[src/hdl/rsmp_pkg.sv]
package rsmp_pkg;

   // Default sizes
   localparam int QUEUE_DEPTH_DEF = 4096;
   localparam int MAX_REQUEST_DEF = 64;

   // Field widths
   localparam int SAMPLE_W  = 16;
   localparam int FRAMES_W  = 7;
   localparam int RATE_W    = 18;
   localparam int COUNT_W   = 13;
   localparam int TOTAL_W   = 32;
   localparam int POS_W     = 32;
   localparam int CSR_IDX_W = 2;

   localparam logic [POS_W-1:0]   Q_ONE           = 32'h0001_0000;
   localparam logic [RATE_W-1:0]  SOURCE_RATE_RST = 18'd48000;
   localparam logic [TOTAL_W-1:0] TOTAL_MAX       = 32'hFFFF_FFFF;

   // Register indexes of the configuration port
   typedef enum logic [CSR_IDX_W-1:0] {
      REG_SOURCE_RATE = 2'd0,
      REG_OUTPUT_RATE = 2'd1
   } csr_reg_type;

   // One classified command from the front queue
   typedef struct packed {
      logic                       pull;
      logic signed [SAMPLE_W-1:0] left;
      logic signed [SAMPLE_W-1:0] right;
      logic [FRAMES_W-1:0]        frames;
   } cmd_type;

   // Step ratio status from the rate unit
   typedef struct packed {
      logic             busy;
      logic             pass;
      logic [POS_W-1:0] step;
   } ratio_type;

endpackage

[src/hdl/rsmp_front.sv]
module rsmp_front #(
   parameter int MAX_REQUEST = rsmp_pkg::MAX_REQUEST_DEF
) (
   input  logic                                 clock,
   input  logic                                 reset,
   input  logic                                 push,
   output logic                                 full,
   input  logic                                 req_action,
   input  logic signed [rsmp_pkg::SAMPLE_W-1:0] req_left_in,
   input  logic signed [rsmp_pkg::SAMPLE_W-1:0] req_right_in,
   input  logic [rsmp_pkg::FRAMES_W-1:0]        req_request_frames,
   output logic                                 cmd_valid,
   output rsmp_pkg::cmd_type                    cmd,
   input  logic                                 cmd_pop
);
   import rsmp_pkg::*;

   cmd_type    q_ff [2];
   logic       wr_ptr_ff, wr_ptr_in;
   logic       rd_ptr_ff, rd_ptr_in;
   logic [1:0] cnt_ff, cnt_in;
   cmd_type    new_cmd;
   logic       accept;
   logic       keep;

   // Classify the beat: clip the frame count, drop empty pulls
   always_comb begin
      new_cmd.pull   = req_action;
      new_cmd.left   = req_left_in;
      new_cmd.right  = req_right_in;
      new_cmd.frames = (req_request_frames > FRAMES_W'(MAX_REQUEST)) ?
                       FRAMES_W'(MAX_REQUEST) : req_request_frames;
      accept = push && !full;
      keep   = accept && !(req_action && (req_request_frames == '0));
   end

   // Advance pointers and count
   always_comb begin
      wr_ptr_in = keep ? !wr_ptr_ff : wr_ptr_ff;
      rd_ptr_in = cmd_pop ? !rd_ptr_ff : rd_ptr_ff;
      cnt_in    = cnt_ff + 2'(keep) - 2'(cmd_pop);
   end

   always_ff @(posedge clock) begin
      if (reset) begin
         wr_ptr_ff <= 1'b0;
         rd_ptr_ff <= 1'b0;
         cnt_ff    <= 2'd0;
      end else begin
         wr_ptr_ff <= wr_ptr_in;
         rd_ptr_ff <= rd_ptr_in;
         cnt_ff    <= cnt_in;
      end
   end

   // Hold queued commands
   always_ff @(posedge clock) begin
      if (keep) begin
         q_ff[wr_ptr_ff] <= new_cmd;
      end
   end

   assign full      = (cnt_ff == 2'd2);
   assign cmd_valid = (cnt_ff != 2'd0);
   assign cmd       = q_ff[rd_ptr_ff];

endmodule

[config.mk]
export PLATFORM = sky130hd
export DESIGN_NAME = rsmp_front
export DESIGN_NICKNAME = d
export VERILOG_FILES = /design/src/hdl/rsmp_pkg.sv /design/src/hdl/rsmp_front.sv
export SDC_FILE = /design/constraint.sdc
export NUM_CORES = 1
export LEC_CHECK = 0
export ABC_AREA = 1
export BUFFER_PORTS_ARGS = -buffer_cell sky130_fd_sc_hd__buf_2
export CORE_MARGIN = 4
export CORE_UTILIZATION = 56
export CTS_CLUSTER_DIAMETER = 100
export DETAILED_ROUTE_END_ITERATION = 12
export GPL_ROUTABILITY_DRIVEN = 0
export PLACE_DENSITY = 0.84
export SLEW_MARGIN = 20
export SYNTH_ARGS = -nofsm -noshare
export SYNTH_HDL_FRONTEND = slang
export SYNTH_SLANG_ARGS = --single-unit
[constraint.sdc]
create_clock -name clock -period 5.3 [get_ports clock]
set_input_delay 0 -clock clock [delete_from_list [all_inputs] [get_ports clock]]
set_output_delay 0 -clock clock [all_outputs]
set_load 0.01 [all_outputs]
* Word level (Yosys, flattened, before mapping)
Memory sizes are Yosys's and may differ from the RTL's. A register that Yosys moved wholly into a read port is not among the register bits.
Cells that the tools add are included.
** Word-level totals
- Flip-flop bits (word level) :: 4
- Bits in writable memories :: 80
- Input bits :: 44
- Output and inout port bits :: 42
- Word-level logic and storage cells :: 22
- Memories kept :: 1
** Memory list
- q_ff :: words 2, width 40, rd ports 1, clocked after Yosys merged registers in 1, wr ports 1, line rsmp_front.sv:18 : cmd_type q_ff [2];
** Cells by class
- $add $sub $neg :: 2
- $lt $le $gt $ge :: 1
- Equal/unequal tests :: 1
- Multiplexer cells :: 5
- Reductions and logical operators :: 9
** Operators with widths (count)
- greater-than comparator 7 bit, second input constant :: 1
- zero test 7 bit :: 1
- 2-to-1 mux 7 bit :: 1
- zero test 1 bit :: 4
- 2-to-1 mux 1 bit :: 4
- logical AND 1 bit :: 3
- adder 2 x 1 -> 2 bit :: 1
- equality test 2 bit, second input constant :: 1
- nonzero test 2 bit :: 1
- subtractor 2 x 1 -> 2 bit :: 1

* Logic depth before layout (Yosys ltp)
- Depth after elaboration :: 6
- Gate-level depth with buffers :: 9
- Depth with buffers taken out :: 9

* Least setup slack after synthesis
OpenSTA, ideal clock, no wires.
- Path kind :: register to register
- From :: register cnt_ff[1]
- To :: memory q_ff[0][0] (netlist bit) (enable)
- Library setup time :: 437 ps
- Arrival :: 2344 ps
- Required time :: 4863 ps
- Setup slack :: 2519 ps
- Cell stages (with the launch flop) :: 6
- Buffers on the path :: 0
- Period minus slack after synthesis :: 2781 ps
- Path through :: dfxtp_1 -> inv_1 -> nor2_2 -> nor2_1 -> nand2_1 -> nor2_1
** Between the ends
- Cells in the longest elaborated chain, start to end :: 6
** RTL lines
- from (decl) :: line rsmp_front.sv:21 : logic [1:0] cnt_ff, cnt_in;
- from (signal assigned) :: line rsmp_front.sv:52 : cnt_ff <= cnt_in;
- equality test 2 bit :: line rsmp_front.sv:63 : assign full = (cnt_ff == 2'd2);
- named net full :: line rsmp_front.sv:7 : output logic full,
- zero test 1 bit :: line rsmp_front.sv:33 : accept = push && !full;
- logical AND 1 bit :: line rsmp_front.sv:33
- logical AND 1 bit :: line rsmp_front.sv:34 : keep = accept && !(req_action && (req_request_frames == '0));
- 2-to-1 mux 1 bit :: line rsmp_front.sv:58 : if (keep) begin
- 2-to-1 mux 1 bit (implied by the code) :: line rsmp_front.sv:59 : q_ff[wr_ptr_ff] <= new_cmd;
- to (decl) :: line rsmp_front.sv:18
The timed path passes the listed nets, and every way through them passes these cells.

==> summary.md <==
| Metric | Value |
|---|---|
| Status | completed |
| Clock buffer count from CTS | 9 |
| Initial antenna violation count | 0 |
| Vias | 1910 |
| Core ar. | 0.00554 sq mm |
| Top Ports | 86 |
| Nets | 354 |
| Largest net degree at the start of global routing | 41 |
| Total power divided by cell area | 363 mW/mm^2 |
| Synth Instances | 178 |
| Post-CTS setup buffers | 0 |
| Slew at the pin closest to its max-slew limit | 0.958 ns |
| Final HPWL DP | 3690 microns |
| Final non-filler cell area | 0.00429 sq mm |
| Setup Skew | 0.00540 ns |
| Ys Warns | 0 |
| Critical path class | reg -> out |
| DIE WIDTH | 83.8 microns |
| Grt ovf | 0 |
| DP Cell Count | 331 |
| Final worst path period share | 35.8% |
| Post-route ant nets | 0 |
| Setup TNS Final | 0 ns |
| CTS tree | yes |
| Top delay family on crit path | flip-flops |
| Worst hold path class | in -> reg |
| Crit path arrival time | 1.90 ns |
| Fillcell total | 319 |
| Post-synthesis sequential element count | 85 |
| Area after DPL | 0.00370 sq mm |
| Crit-path cells | mux2_2, buf_2 |
| N_diodes | 0 |
| Hold Slack | 0.0287 ns |
| Hold Fails Final Rpt | 0 |
| Count of cell types in the netlist | 15 |
| CTS Buffer Depth | 2 |
| Critical path endpoint category | primary output |
| Post-Route WL | 6300 microns |
| H-tree levels | 3 |
| Min-delay src | req_request_frames[3] |
| WP buf/inv | 1 |
| Clk Latency, worst-skew pair | 0.34 ns |
| Post-Syn Nets | 224 |
| Commonest non-fill, non-tap cell in the layout | buf_2 |
| Drt pass-1 iters | 4 |
| Leakage Power | 1.70 nW |
| CP Data Required Time | 5.30 ns |
| RR Startpoint | cnt_ff[1] |
| Initial detailed-routing violation count | 127 |
| VDD IR max | 249 uV |
| Max-slew violations | 0 |
| Initial Util | 58.1% |
| Setup crit start kind | flop |
| Worst-path fanout max | 40 |
| Die Area | 0.00703 sq mm |
| Overall Global Routing Usage | 18.3% |
| Share of cells above drive strength 1 | 46.3% |
| Layout area overhead | 33.3% |
| Most frequent cells in the layout | buf_2, edfxtp_1, mux2_2 |
| Drc violations | 0 |
| Sequential share of the synthesized area | 77.7% |
| Final setup viols | 0 |
| Worst-path clk slew | 0.08 ns |
| Root Driver | clkbuf_8 |
| Number of cell rows | 27 |
| Cell area after synthesis | 0.00322 sq mm |
| Headroom to the max-slew limit | 36.2% |
| CTS Sinks | 85 |
| Drt wl/cell | 16.4 microns |
| Final min period | 1.90 ns |
| Avg Cell Area, Syn | 18.1 sq um |
| Final std cells w/o fill | 385 |
| Max Cap Viol | 0 |
| F_max | 526 MHz |
| CP max stage cell | dfxtp_2 |
| Die Span Y | 83.8 microns |
| First-pass GRT wire length | 9910 microns |
| Vias per Instance | 4.96 |
| RSZ-0062 raised after global routing | no |
| Vias in the first global route | 2039 |
| IO Port Bufs | 85 |
| Max stage delay on crit path | 0.96 ns |
==> power breakdown <==
part	total [mW]	internal, mW	switching [mW]
sequential	0.853	0.822	0.0310
clock	0.435	0.217	0.218
combinational	0.271	0.132	0.139
==> path summary, 6_finish.rpt <==
| check | cells after the start | slack [ns] | endpoint |
|---|---|---|---|
| min reg2reg | 2 | 0.53 | rd_ptr_ff |
| min | 3 | 0.03 | q_ff[1][3] |
| max reg2reg | 6 | 3.48 | q_ff[0][28] |
| max | 2 | 3.40 | cmd[1] |
==> through the flow <==
step / worst slack, ns / util [%] / power [mW]
2_1_floorplan: 2.52 / - / 1.01
3_5_place_dp: 3.27 / 66.8 / 1.11
6_report: 3.40 / 77.5 / 1.56
4_1_cts: 3.27 / 77.0 / 1.56
5_1_grt: 3.28 / 77.5 / 1.64
3_3_place_gp: 3.33 / 66.8 / 1.10
==> synth_stat cells <==
cell	count	area [sq um]
nor2_2	1	6.26
a21oi_1	2	10.0
nand2_1	4	15.0
dfxtp_1	5	100
ha_1	2	25.0
clkbuf_1	1	3.75
o21ai_0	1	5.00
nand4_1	1	6.26
edfxtp_1	80	2400
mux2_2	40	450
xnor2_1	2	17.5
nand3_1	2	10.0
buf_6	4	45.0
inv_1	17	63.8
nor2_1	16	60.1
==> kinds of logic (layout without fill, tap and decap cells) <==
kind of cell | Yosys count | in the layout | share of synthesized area (%)
xor+xnor | 2 | 2 | 0.544
compound gates | 3 | 3 | 0.466
flops | 85 | 85 | 77.7
simple gates | 24 | 24 | 3.03
buf+inv | 22 | 157 | 3.50
mux | 40 | 40 | 14.0
fa+ha+maj | 2 | 2 | 0.777
==> registers in the layout, summed over array words and instances (netlist names), named ones only <==
register	count
q_ff	80
cnt_ff	2
wr_ptr_ff	1
rd_ptr_ff	1
==> area by class of cell <==
class	instances	area (sq um)	share of cell area, %
inverter	17	63.8	1.49
multi-input combinational	71	613	14.3
timing repair buffer	124	831	19.4
sequential	85	2500	58.3
tap	72	90.1	2.10
clock buffer	10	128	2.97
clock inverter	6	63.8	1.49
==> layer usage <==
metal / part of all wire [%] / up-vias / track usage (%)
met2: 51 / 71 / 30.5
met4: 2.6 / 0 / 8.04
li1: - / 909 / -
met5: 0 / - / 0
met3: 5.4 / 15 / 5.13
met1: 41 / 915 / 22.4
==> worst reg2reg max path: cells and delay by family (launching register included) <==
kind / cells / cell delay (ns)
buffers and inverters: 2 / 0.33
flip-flops: 1 / 0.33
AND/OR/NAND/NOR: 4 / 0.87
==> repair_timing <==
| item | in CTS | in global routing |
|---|---|---|
| gates resized for setup | 0 | 0 |
| hold endpoints to repair | 75 | 0 |
| hold buffers | 37 | 0 |
| setup endpoints to repair | 0 | 0 |
(Power assumes the default switching activity.)
