### config.mk
export PLATFORM = sky130hd
export DESIGN_NAME = rsmp_div
export DESIGN_NICKNAME = d
export VERILOG_FILES = /design/src/hdl/rsmp_pkg.sv /design/src/hdl/rsmp_div.sv
export SDC_FILE = /design/constraint.sdc
export NUM_CORES = 1
export LEC_CHECK = 0
export BUFFER_PORTS_ARGS = -buffer_cell sky130_fd_sc_hd__buf_2
export CORE_ASPECT_RATIO = 1.25
export CORE_MARGIN = 2
export CORE_UTILIZATION = 25
export CTS_BUF_LIST = sky130_fd_sc_hd__clkbuf_16
export CTS_CLUSTER_SIZE = 14
export DETAILED_ROUTE_END_ITERATION = 12
export HOLD_SLACK_MARGIN = 0.05
export PLACE_DENSITY = 0.46
export SLEW_MARGIN = 10
export SYNTH_ARGS = -nofsm -noshare
export SYNTH_HDL_FRONTEND = slang
export SYNTH_SLANG_ARGS = --single-unit
### constraint.sdc
create_clock -name clock -period 9.73 [get_ports clock]
set_clock_uncertainty 0.2 [all_clocks]
set_input_delay 0.973 -clock clock [delete_from_list [all_inputs] [get_ports clock]]
set_output_delay 0.973 -clock clock [all_outputs]
set_load 0.005 [all_outputs]
### src/hdl/rsmp_pkg.sv
package rsmp_pkg;

   // Default sizes
   localparam int QUEUE_DEPTH_DEF = 4096;
   localparam int MAX_REQUEST_DEF = 64;

   // Field widths
   localparam int SAMPLE_W  = 16;
   localparam int FRAMES_W  = 7;
   localparam int RATE_W    = 18;
   localparam int COUNT_W   = 13;
   localparam int TOTAL_W   = 32;
   localparam int POS_W     = 32;
   localparam int CSR_IDX_W = 2;

   localparam logic [POS_W-1:0]   Q_ONE           = 32'h0001_0000;
   localparam logic [RATE_W-1:0]  SOURCE_RATE_RST = 18'd48000;
   localparam logic [TOTAL_W-1:0] TOTAL_MAX       = 32'hFFFF_FFFF;

   // Register indexes of the configuration port
   typedef enum logic [CSR_IDX_W-1:0] {
      REG_SOURCE_RATE = 2'd0,
      REG_OUTPUT_RATE = 2'd1
   } csr_reg_type;

   // One classified command from the front queue
   typedef struct packed {
      logic                       pull;
      logic signed [SAMPLE_W-1:0] left;
      logic signed [SAMPLE_W-1:0] right;
      logic [FRAMES_W-1:0]        frames;
   } cmd_type;

   // Step ratio status from the rate unit
   typedef struct packed {
      logic             busy;
      logic             pass;
      logic [POS_W-1:0] step;
   } ratio_type;

endpackage

### src/hdl/rsmp_div.sv
module rsmp_div (
   input  logic                                clock,
   input  logic                                reset,
   input  logic                                csr_valid,
   output logic                                csr_ready,
   input  logic [rsmp_pkg::CSR_IDX_W-1:0]      csr_index,
   input  logic [rsmp_pkg::RATE_W-1:0]         csr_wdata,
   output rsmp_pkg::ratio_type                 ratio
);
   import rsmp_pkg::*;

   localparam int DVD_W = RATE_W + 16;
   localparam int CNT_W = $clog2(DVD_W + 1);

   typedef enum logic [2:0] {
      DV_IDLE = 3'b001,
      DV_LOAD = 3'b010,
      DV_RUN  = 3'b100
   } dv_state_type;

   dv_state_type      state_ff, state_in;
   logic [RATE_W-1:0] src_ff, src_in;
   logic [RATE_W-1:0] out_ff, out_in;
   logic [POS_W-1:0]  step_ff, step_in;
   logic [DVD_W-1:0]  dvd_ff, dvd_in;
   logic [RATE_W-1:0] rem_ff, rem_in;
   logic [CNT_W-1:0]  cnt_ff, cnt_in;
   logic [RATE_W:0]   trial;
   logic              ge;
   logic              wr;

   assign wr = csr_valid && csr_ready;

   always_comb begin
      state_in = state_ff;
      src_in   = src_ff;
      out_in   = out_ff;
      step_in  = step_ff;
      dvd_in   = dvd_ff;
      rem_in   = rem_ff;
      cnt_in   = cnt_ff;
      trial    = {rem_ff, dvd_ff[DVD_W-1]};
      ge       = (trial >= {1'b0, out_ff});
      unique case (state_ff)
         DV_IDLE: begin
            // Take a rate write and schedule the ratio update
            if (wr && (csr_index == REG_SOURCE_RATE)) begin
               src_in   = csr_wdata;
               state_in = DV_LOAD;
            end else if (wr && (csr_index == REG_OUTPUT_RATE)) begin
               out_in   = csr_wdata;
               state_in = DV_LOAD;
            end
         end
         DV_LOAD: begin
            if (out_ff == '0) begin
               step_in  = Q_ONE;
               state_in = DV_IDLE;
            end else begin
               dvd_in   = {src_ff, 16'h0000};
               rem_in   = '0;
               cnt_in   = '0;
               state_in = DV_RUN;
            end
         end
         DV_RUN: begin
            // One quotient bit a cycle
            rem_in = ge ? RATE_W'(trial - {1'b0, out_ff}) : RATE_W'(trial);
            dvd_in = {dvd_ff[DVD_W-2:0], ge};
            cnt_in = cnt_ff + 1'b1;
            if (cnt_ff == CNT_W'(DVD_W - 1)) begin
               step_in  = (dvd_in[DVD_W-1:POS_W] != '0) ? TOTAL_MAX : dvd_in[POS_W-1:0];
               state_in = DV_IDLE;
            end
         end
         default: state_in = DV_IDLE;
      endcase
   end

   always_ff @(posedge clock) begin
      if (reset) begin
         state_ff <= DV_IDLE;
         src_ff   <= SOURCE_RATE_RST;
         out_ff   <= '0;
         step_ff  <= Q_ONE;
      end else begin
         state_ff <= state_in;
         src_ff   <= src_in;
         out_ff   <= out_in;
         step_ff  <= step_in;
      end
   end

   always_ff @(posedge clock) begin
      dvd_ff <= dvd_in;
      rem_ff <= rem_in;
      cnt_ff <= cnt_in;
   end

   assign csr_ready  = (state_ff == DV_IDLE);
   assign ratio.busy = (state_ff != DV_IDLE);
   assign ratio.pass = (out_ff == '0) || (out_ff == src_ff);
   assign ratio.step = step_ff;

endmodule

After elaboration in Yosys (flattened, before gate mapping):

Cells that the tools add are included.

* output and inout port bits: 35
* bits in registers: 129
* bits of input ports: 23
* word-level logic and storage cells: 51

* multiplexer cells: 16
* equal/unequal tests: 11
* $lt $le $gt $ge: 1
* reductions and logical operators: 13
* add/subtract/negate cells: 2
* bitwise gates (word level): 1

Operators by type and width (count)
* $mux 32: 3
* $pmux 34 s2: 1
* $pmux 32 s2: 1
* $mux 18: 2
* $pmux 18 s2: 1
* $mux 34: 1
* $ge 19x18->1: 1
* $eq 18x18->1: 1
* $logic_not 18->1: 1
* $sub 18x18->18: 1
* $mux 3: 4
* $pmux 6 s2: 1
* $pmux 3 s3: 1
* $add 6x1->6 const B: 1
* $eq 6x6->1 const B: 1
* $mux 6: 1
* $ne 2x2->1 const B: 3
* $ne 3x1->1 const B: 2
* $reduce_and 2->1: 3
* $reduce_and 3->1: 2
* $reduce_bool 2->1: 2
* $eq 3x1->1 const B: 1
* $eq 3x2->1 const B: 1
* $eq 3x3->1 const B: 1
* other kinds (5): 7

Depth between registers and ports, before layout:

Gate-level depths: netlist (run 1).

* depth in word-level cells: 6
* gate-level depth with buffers: 11
* gate-level depth less buffers: 11

Least setup slack after synthesis (run 1):

OpenSTA, ideal clock, no wires.

* kind: reg2reg
* start point: register out_ff[1]
* end point: register cnt_ff[0] (enable)
* path buffers: 0
* clock period less this slack: 4397 ps
* library setup time: 493 ps
* data required time: 9037 ps
* cell stages (with the launch flop): 6
* arrival: 3704 ps
* slack: 5333 ps
* cell sequence: dfxtp_1 inv_1 nand4_1 or4_4 or2b_1 a21oi_1

* cells in the longest elaborated chain, start to end: 3

RTL lines
* from (decl): line rsmp_div.sv:23 `logic [RATE_W-1:0] out_ff, out_in;`
* from (signal assigned): line rsmp_div.sv:89 `out_ff <= out_in;`
* $logic_not 18->1: line rsmp_div.sv:56 `if (out_ff == '0) begin`
* $ne 2x2->1 (no source line)
* $reduce_and 2->1 (no source line)
* to (signal assigned): line rsmp_div.sv:97 `cnt_ff <= cnt_in;`
* to (decl): line rsmp_div.sv:27 `logic [CNT_W-1:0] cnt_ff, cnt_in;`

Every way passes these cells.
A chain may end at the register's enable or synchronous reset.

Worst setup path in the final report (run 1):

* start point: register out_ff[14]
* end point: register rem_ff[15], data pin

* cells in the longest elaborated chain, start to end: 3
* elaborated cells on any way between the ends: 4
* classes of those cells: 1 x add/sub; 1 x order compare; 2 x mux

RTL lines
* $sub 18x18->18 / $ge 19x18->1 (equally long branches): line rsmp_div.sv:68, rsmp_div.sv:43
* $mux 18 *: line rsmp_div.sv:68 `rem_in = ge ? RATE_W'(trial - {1'b0, out_ff}) : RATE_W'(trial);`
* $pmux 18 s2 *: line rsmp_div.sv:44 `unique case (state_ff)`
* to (signal assigned): line rsmp_div.sv:96 `rem_ff <= rem_in;`
* to (decl): line rsmp_div.sv:26 `logic [RATE_W-1:0] rem_ff, rem_in;`

Mark *: on every way between the ends. The rest lies on a longest branch, timed or not.

==> results.ini, run 1 <==
[placed_design]
port_buffers=57
dp_cells=1059
place_ws_ns=6.42
dp_hpwl_mm=11.6
placed_cell_area_um2=6800
place_congestion=0.810

[clock_network]
postCtsHoldBufs=0
clockBufferDepth=2
worstSkewPairLatency_ns=0.42
cts_setup_buffers=0
clk_pin_slew_ns=0.06
cts_tree=yes
root_buffer=clkbuf_16
cts.sinks=129
h-tree-depth=4
post_cts_resized=0
cts_buffers=17

[worst_setup_path]
max_stage_delay_ns=0.64
rr_endpoint=rem_ff[15]$_SDFFCE_PN0P_
worst-r2r-cell-count=9
slowest_stage=nor2_2
start_kind=flip-flop
crit_chain=inv_1 > ha_1 > a21o_1 > a31o_1 > a211oi_1 > nand2_1 > nor2_2 > nor3_1 > o21a_1
path_max_fanout=16
r2r_slack_ns=6.43
path_class=reg2reg
worstSetupEndpoint=rem_ff[15]$_SDFFCE_PN0P_
critPathCaptureType=flip-flop
cp.required_ns=9.70
cp_data_arrival_time_ns=3.27
worstReg2RegStart=out_ff[14]$_SDFFE_PP0P_
cp-startpoint=out_ff[14]$_SDFFE_PP0P_

[synth]
yosysMostFrequentCell=nand2_1
synth_nets=748
yosysTopAreaCellShare=0.280
synth_area_leaders=edfxtp_1 28%, dfxtp_1 23%, nand2_1 12%, a21oi_1 7.6%, ha_1 4.0%
synth_seq_area_share=0.509
ys.flop_type=dfxtp_1
yosys-top-cells-count=193 x nand2_1, 95 x a21oi_1, 71 x dfxtp_1
synth_edf_count=58
ys_types=48
synth_warnings=0
avgSynthCellArea_um2=8.83
yosysTopAreaCell=edfxtp_1
syn_area_um2=6220
syn_inst=704
async_reset_ff_frac=0
ys_ff_latch=129

[global_routing]
grtUsageTotal=0.131
grt_pass1_wl_mm=27.1
grt-ovfl-total=0
grt_max_degree=72
antenna_found_initial=0
grt_pass1_vias=5007

[power]
p_int_mw=0.925
p_comb_frac=0.056
switching_share=0.233
seqPwrFrac=0.480
p_sw_mw=0.280
p_leak_nw=2.71
power.share.clock=0.464
peakVddDrop_uv=86.3
cellPowerDensity_nw_per_um2=165

[route]
wl_per_cell_um=15.2
routed_wl_mm=16.5
drcViolationCount=0
drt_first_pass_iters=4
ant_nets=0
drtIter0Drc=296
vias=4950
via_per_inst=4.54

[sta]
max_slew_margin=0.381
setup_violations=0
tns_ns=0
max_freq_mhz=303
tightest_slew_ns=0.928
worst_hold_slack_ns=0.244
rsz0062_at_grt=no
hold_viol=0
setup_slack_ns=6.43
slew_viol_final=0
finalCriticalPeriod_ns=3.30
finalCritPeriodShare=0.340

[layout]
nFillCells=2600
area.sequential_um2=3160
fin_area_um2=7300
drive_above_1_share=0.125
antennaDiodeCount=0
instances_no_fill=1090
multi_input_area_um2=2800
nets=792
syn2layout_area_growth_pct=17.5

[run]
maxCapViolCount=0

[worst_hold_path]
hold_path_class=reg2reg

[floorplan]
die_w_um=145
die-area_um2=26100
core_um2=24400
die_height_um=180
num_io_pins=58
initial_core_util=0.255
rows=64

[outcome]
status=completed

==> power groups by stage <==
stage	Clock (mW)	Combinational, mW	Sequential [mW]
after floorplan	0	0.0453	0.587
after global placement	0	0.0686	0.590
after detailed placement	0	0.0680	0.590
after CTS	0.574	0.0686	0.578
after global routing	0.601	0.0755	0.579
final	0.559	0.0676	0.578
==> registers in the layout, summed over array words and instances (netlist names) <==
signal and cells:
cnt_ff 6, state_ff 3, step_ff 32, out_ff 18, src_ff 18, rem_ff 18, dvd_ff 34
==> worst max-delay path, delay by kind of cell (launching register included) <==
kind	cells	cell delay (ns)
AND/OR/NAND/NOR	3	0.96
adder cells (fa/ha/maj)	1	0.36
flip-flops	1	0.41
AO/OA/AOI/OAI	4	1.04
buffers and inverters	1	0.08
==> cell families (layout without fill, tap and decap cells) <==
family / after synthesis / count (layout) / share of synthesized area
simple gates: 286 / 286 / 0.205
compound gates: 170 / 170 / 0.150
flops: 129 / 129 / 0.509
buf+inv: 63 / 119 / 0.0435
xor+xnor: 35 / 35 / 0.0493
fa+ha+maj: 21 / 21 / 0.0435
==> final cells by class <==
cell class,instances,area share
flip-flops and latches,129,0.433
multi-input cells,512,0.383
repair buffers,63,0.0452
clock inverters,13,0.00754
inverters,25,0.0129
clock buffers,18,0.0617
well taps,330,0.0565
==> per-stage QoR <==
| stage | util | power, mW |
|---|---|---|
| after floorplan | - | 0.632 |
| after global placement | 0.278 | 0.659 |
| after detailed placement | 0.278 | 0.658 |
| after CTS | 0.299 | 1.22 |
| after global routing | 0.299 | 1.26 |
| final | 0.299 | 1.21 |
==> worst min-delay path by stage <==
stage	start	to	cells past startpoint
6_report	step_ff[30]$_SDFFE_PP0P_	step_ff[30]$_SDFFE_PP0P_	2
5_1_grt	step_ff[15]$_SDFFE_PP0P_	step_ff[15]$_SDFFE_PP0P_	2
4_1_cts	step_ff[30]$_SDFFE_PP0P_	step_ff[30]$_SDFFE_PP0P_	2
3_5_place_dp	step_ff[10]$_SDFFE_PP0P_	step_ff[10]$_SDFFE_PP0P_	2
3_3_place_gp	step_ff[15]$_SDFFE_PP0P_	step_ff[15]$_SDFFE_PP0P_	2
2_1_floorplan	step_ff[0]$_SDFFE_PP0P_	step_ff[0]$_SDFFE_PP0P_	2
==> placed cells by master, fill, tap and decap left out, types with 2 or more instances in the layout <==
cell type  instances
nand2_1          193
a21oi_1           94
dfxtp_1           71
edfxtp_1          58
buf_2             57
o21ai_0           44
inv_1             29
xor2_1            23
ha_1              20
nor2_1            19
and2_1            18
clkbuf_16         18
xnor2_1           12
nand3_1            9
a211oi_1           9
nor4_1             8
nand2b_1           7
nand3b_1           7
buf_4              6
nor2b_1            5
clkinv_2           5
nor3_1             4
a21o_1             4
clkinv_1           4
nand4_1            3
o21a_1             3
nor2_2             2
or2_2              2
o22ai_1            2
o211ai_1           2
a31o_2             2
o21bai_1           2
==> routing by layer <==
layer	GRT usage	routed length, µm
met1	0.159	7510
met2	0.225	8250
met3	0.0286	430
met4	0.0507	362
met5	0	0
Power figures use the tool's default switching activity.
==> run 2: changes to the inputs <==
- PLACE_DENSITY: 0.46 -> 0.48
- clock period: 9.73 -> 3.02 ns (I/O delays scaled with it)
==> results.ini, run 2 (synthesis gave the netlist of run 1 again) <==
[floorplan]
num_io_pins=58  ; unchanged
initial_core_util=0.255  ; unchanged
rows=64  ; unchanged
core_um2=24400  ; unchanged
die_w_um=145  ; unchanged
die-area_um2=26100  ; unchanged
die_height_um=180  ; unchanged

[clock_network]
cts_tree=yes
cts.sinks=129  ; unchanged
worstSkewPairLatency_ns=0.42  ; about the same
h-tree-depth=4  ; unchanged
root_buffer=clkbuf_16
cts_buffers=17  ; unchanged
clk_pin_slew_ns=0.06  ; about the same
clockBufferDepth=2  ; unchanged

[route]
vias=5066  ; +2.3%
ant_nets=0  ; unchanged
wl_per_cell_um=14.6  ; -3.8%
drt_first_pass_iters=4  ; unchanged
via_per_inst=4.47  ; -1.5%
drcViolationCount=0  ; unchanged
routed_wl_mm=16.5  ; about the same
drtIter0Drc=283  ; -4.4%

[layout]
area.sequential_um2=3160  ; about the same
fin_util=0.316  ; +0.0168
top_regs=dvd_ff: 34 flops, step_ff: 32 flops
instances_no_fill=1133  ; +3.9%
nFillCells=2570  ; -1.2%
final_common_cell=nand2_1
nets=834  ; +5.3%
largest-register=dvd_ff
largest_reg_flops=34  ; unchanged
drive_above_1_share=0.151  ; +0.0257
antennaDiodeCount=0  ; unchanged
multi_input_area_um2=2800  ; +0.18%
final_cell_mix=193 x nand2_1, 94 x a21oi_1, 70 x dfxtp_1, 58 x edfxtp_1, 57 x buf_2
syn2layout_area_growth_pct=24.1

[sta]
rsz0062_at_grt=no
finalCriticalPeriod_ns=2.84  ; -0.468 ns
setup_violations=0  ; unchanged
max_freq_mhz=353  ; +17%
max_slew_margin=0.465  ; +0.0841
finalCritPeriodShare=0.939  ; +0.600
tns_ns=0  ; unchanged
hold_viol=0  ; unchanged
tightest_slew_ns=0.802  ; -0.126 ns
slew_viol_final=0  ; unchanged

[power]
cellPowerDensity_nw_per_um2=518  ; +210%
p_leak_nw=2.93  ; +8.1%
peakVddDrop_uv=331  ; +280%

[worst_setup_path]
cp.required_ns=2.99  ; -6.71 ns
start_kind=flip-flop
path_class=reg2reg
path_max_fanout=4  ; -12
worst-r2r-cell-count=12  ; +3
rr_endpoint=rem_ff[14]$_SDFFCE_PN0P_
cp-startpoint=dvd_ff[33]$_DFFE_PP_
cp_data_arrival_time_ns=2.81  ; -0.46 ns
r2r_slack_ns=0.18  ; -6.24 ns
worstReg2RegStart=dvd_ff[33]$_DFFE_PP_
critPathCaptureType=flip-flop

[worst_hold_path]
hp-start=csr_index[1]
hold_path_depth=4  ; +2
hold_path_class=in2reg
holdPathEnd=state_ff[0]$_SDFFE_PP1P_

[global_routing]
grt_max_degree=41  ; -43%
grtUsageTotal=0.132  ; +0.00128
grt_pass1_wl_mm=27.5  ; +1.6%
grt_pass1_vias=5145  ; +2.8%
antenna_found_initial=0  ; unchanged
grt-ovfl-total=0  ; unchanged

[placed_design]
dp_cells=1083  ; +2.3%
port_buffers=57  ; unchanged
place_congestion=0.824  ; +1.8%
dp_hpwl_mm=11.9  ; +2.7%

[run]
maxCapViolCount=0  ; unchanged

[outcome]
status=completed

## run 2: cell types whose count changed in the layout (fill, tap and decap cells not counted)
cell	before	now
nor2_4	0	1
buf_4	6	29
bufinv_16	0	1
buf_12	0	1
dfxtp_2	0	1
inv_1	29	30
dfxtp_1	71	70
nor2_2	2	1
dlygate4sd3_1	0	18
clkinv_1	4	3
## run 2: worst max-delay path, stage by stage (launching register included)
cell       delay [ns]
edfxtp_1         0.38
inv_1            0.07
ha_1             0.16
inv_1            0.06
fa_1             0.41
a211oi_1         0.25
o21ai_0          0.21
o2111ai_1        0.23
buf_4            0.16
a21oi_1          0.06
o22ai_1          0.16
xor2_1           0.16
a21oi_1          0.08
## run 2: per-stage QoR
step | setup WS, ns | power (mW) | area (µm²) | hold WS [ns]
after floorplan | 0.404 | 2.04 | 6230 | 0.226
after detailed placement | 0.213 | 2.13 | 6990 | 0.241
after global placement | 0.188 | 2.13 | 6990 | 0.236
after CTS | 0.163 | 4.05 | 7700 | 0.0949
final | 0.184 | 3.99 | 7710 | 0.111
after global routing | 0.0343 | 4.15 | 7710 | 0.117
## run 2: cell type report
type	instances	share of cell area
sequential	129	0.410
inverter	25	0.0122
tap	330	0.0535
multi-input combinational	512	0.363
clock inverter	14	0.0110
clock buffer	18	0.0584
timing repair buffer	105	0.0912
## run 2: how the worst max path moves through the flow
stage,endpoint,slack [ns],cells past startpoint
2_1_floorplan,rem_ff[14]$_SDFFCE_PN0P_,0.40,11
3_3_place_gp,rem_ff[1]$_SDFFCE_PN0P_,0.19,10
3_5_place_dp,rem_ff[14]$_SDFFCE_PN0P_,0.21,12
4_1_cts,ratio[32],0.16,6
5_1_grt,rem_ff[14]$_SDFFCE_PN0P_,0.03,12
6_report,rem_ff[14]$_SDFFCE_PN0P_,0.18,12
## run 2: what timing repair did
action,in CTS,in global routing
resized for setup,0,2
buffers inserted,0,0
hold buffers,18,0
endpoints found under the setup margin,0,3
endpoints found under the hold margin,36,0
## run 2: where the power goes
part	switching [mW]	leakage, nW	total [mW]	internal (mW)
Sequential	0.0241	1.05	1.86	1.84
Combinational	0.141	1.59	0.248	0.107
Clock	0.738	0.287	1.89	1.15
## run 2: routing by layer
| metal | vias to the layer above | GRT usage | share of wire |
|---|---|---|---|
| li1 | 2576 | - | - |
| met1 | 2390 | 0.157 | 0.45 |
| met2 | 76 | 0.234 | 0.50 |
| met3 | 24 | 0.0223 | 0.025 |
| met4 | 0 | 0.0562 | 0.023 |
| met5 | - | 0 | 0 |
==> run 3: changes to the inputs <==
- CORE_ASPECT_RATIO: 1.25 -> unset
==> results.ini, run 3 (synthesis gave the netlist of run 1 again) <==
[sta]
max_freq_mhz=358  ; +1.5%
finalCritPeriodShare=0.925  ; -0.0141
tightest_slew_ns=0.829  ; +0.0273 ns
rsz0062_at_grt=no
tns_ns=0  ; unchanged
setup_violations=0  ; unchanged
max_slew_margin=0.447  ; -0.0182
hold_viol=0  ; unchanged
slew_viol_final=0  ; unchanged
finalCriticalPeriod_ns=2.79  ; -0.0427 ns

[worst_setup_path]
cp_data_arrival_time_ns=2.76  ; -0.05 ns
cp.required_ns=2.99  ; about the same
start_kind=flip-flop
path_class=reg2reg
path_max_fanout=10  ; +6
critPathCaptureType=flip-flop

[clock_network]
worstSkewPairLatency_ns=0.42  ; about the same
cts_buffers=17  ; unchanged
clockBufferDepth=2  ; unchanged
root_buffer=clkbuf_16
h-tree-depth=4  ; unchanged
cts_tree=yes
cts_setup_buffers=0  ; unchanged
clk_pin_slew_ns=0.06  ; about the same
cts.sinks=129  ; unchanged

[layout]
final_common_cell=nand2_1
syn2layout_area_growth_pct=23.6
nets=829  ; -0.60%
antennaDiodeCount=0  ; unchanged
drive_above_1_share=0.150  ; -0.000309
final_cell_mix=193 x nand2_1, 94 x a21oi_1, 71 x dfxtp_1, 58 x edfxtp_1, 57 x buf_2
largest_reg_flops=34  ; unchanged
top_regs=dvd_ff: 34 flops, step_ff: 32 flops
largest-register=dvd_ff
fin_area_um2=7680  ; -0.34%

[route]
wl_per_cell_um=14.5  ; -0.36%
drtIter0Drc=347  ; +23%
drcViolationCount=0  ; unchanged
via_per_inst=4.47  ; about the same
drt_first_pass_iters=5  ; +1
vias=5020  ; -0.91%
routed_wl_mm=16.3  ; -1.3%
ant_nets=0  ; unchanged

[floorplan]
die-area_um2=26100  ; about the same
initial_core_util=0.255  ; +0.000339
num_io_pins=58  ; unchanged
die_height_um=162  ; -10%
rows=57  ; -11%
die_w_um=162  ; +11%
core_um2=24400  ; -0.13%

[power]
p_leak_nw=2.90  ; -1.1%
cellPowerDensity_nw_per_um2=520  ; +0.41%
fin_total_pwr_mw=4.00  ; about the same
peakVddDrop_uv=376  ; +14%

[worst_hold_path]
hold_path_class=in2reg

[outcome]
status=completed

[global_routing]
grt_max_degree=72  ; +76%
grt-ovfl-total=0  ; unchanged
grtUsageTotal=0.130  ; -0.00194
antenna_found_initial=1  ; +1
grt_pass1_vias=4894  ; -4.9%
grt_pass1_wl_mm=26.6  ; -3.2%

[placed_design]
dp_hpwl_mm=11.2  ; -5.4%
place_congestion=0.805  ; -2.3%
port_buffers=57  ; unchanged
placed_cell_area_um2=6940  ; -0.64%

[run]
maxCapViolCount=0  ; unchanged

[run 3: path summary, 6_finish.rpt]
check,start,end,slack (ns),depth (start not counted)
worst max-delay path,out_ff[14]$_SDFFE_PP0P_,rem_ff[14]$_SDFFCE_PN0P_,0.23,10
worst min-delay path,csr_index[1],state_ff[0]$_SDFFE_PP1P_,0.11,4
worst min register to register,step_ff[8]$_SDFFE_PP0P_,step_ff[8]$_SDFFE_PP0P_,0.24,2
worst max register to register,out_ff[14]$_SDFFE_PP0P_,rem_ff[14]$_SDFFCE_PN0P_,0.23,10
[run 3: per-stage QoR]
step | worst slack, ns | hold slack [ns] | utilization | cells
floorplan | 0.404 | 0.226 | - | 704
global placement | 0.142 | 0.234 | 0.285 | 1072
detailed placement | 0.151 | 0.242 | 0.285 | 1072
CTS | 0.115 | 0.0906 | 0.314 | 1122
global route | 0.0191 | 0.136 | 0.315 | 1122
finish | 0.227 | 0.114 | 0.315 | 1122
[run 3: layout make-up]
class                      instances  area (µm²)
clock buffer                      19         475
fill                            2656       16700
clock inverter                    13        68.8
inverter                          25        93.8
tap                              324         405
timing repair buffer             100         666
multi-input combinational        512        2810
sequential                       129        3160
[run 3: timing repair]
item                                    4_1_cts  5_1_grt
hold buffers                                 18        0
endpoints found under the setup margin        0        7
hold endpoints to repair                     36        0
gates resized for setup                       0        4
[run 3: where the power goes]
group	total, mW	internal [mW]	switching, mW	leakage (nW)
logic	0.245	0.106	0.139	1.56
registers	1.86	1.84	0.0250	1.05
clock network	1.89	1.13	0.763	0.284
total	4.00	3.07	0.927	2.90
[run 3: critical path, cell delays in order, from the launching register on]
cell	delay (ns)
dfxtp_1	0.39
inv_1	0.06
ha_1	0.37
a21o_1	0.23
a31o_1	0.25
a211oi_2	0.26
nand2_1	0.12
or2_1	0.25
buf_4	0.18
o21ai_0	0.17
a21oi_1	0.06
[run 3: per-layer routing]
layer,up-vias,share of wire,global-route usage
met5,-,0,0
met4,0,0.018,0.0491
met3,22,0.038,0.0306
met2,88,0.47,0.207
met1,2330,0.48,0.172
li1,2580,-,-
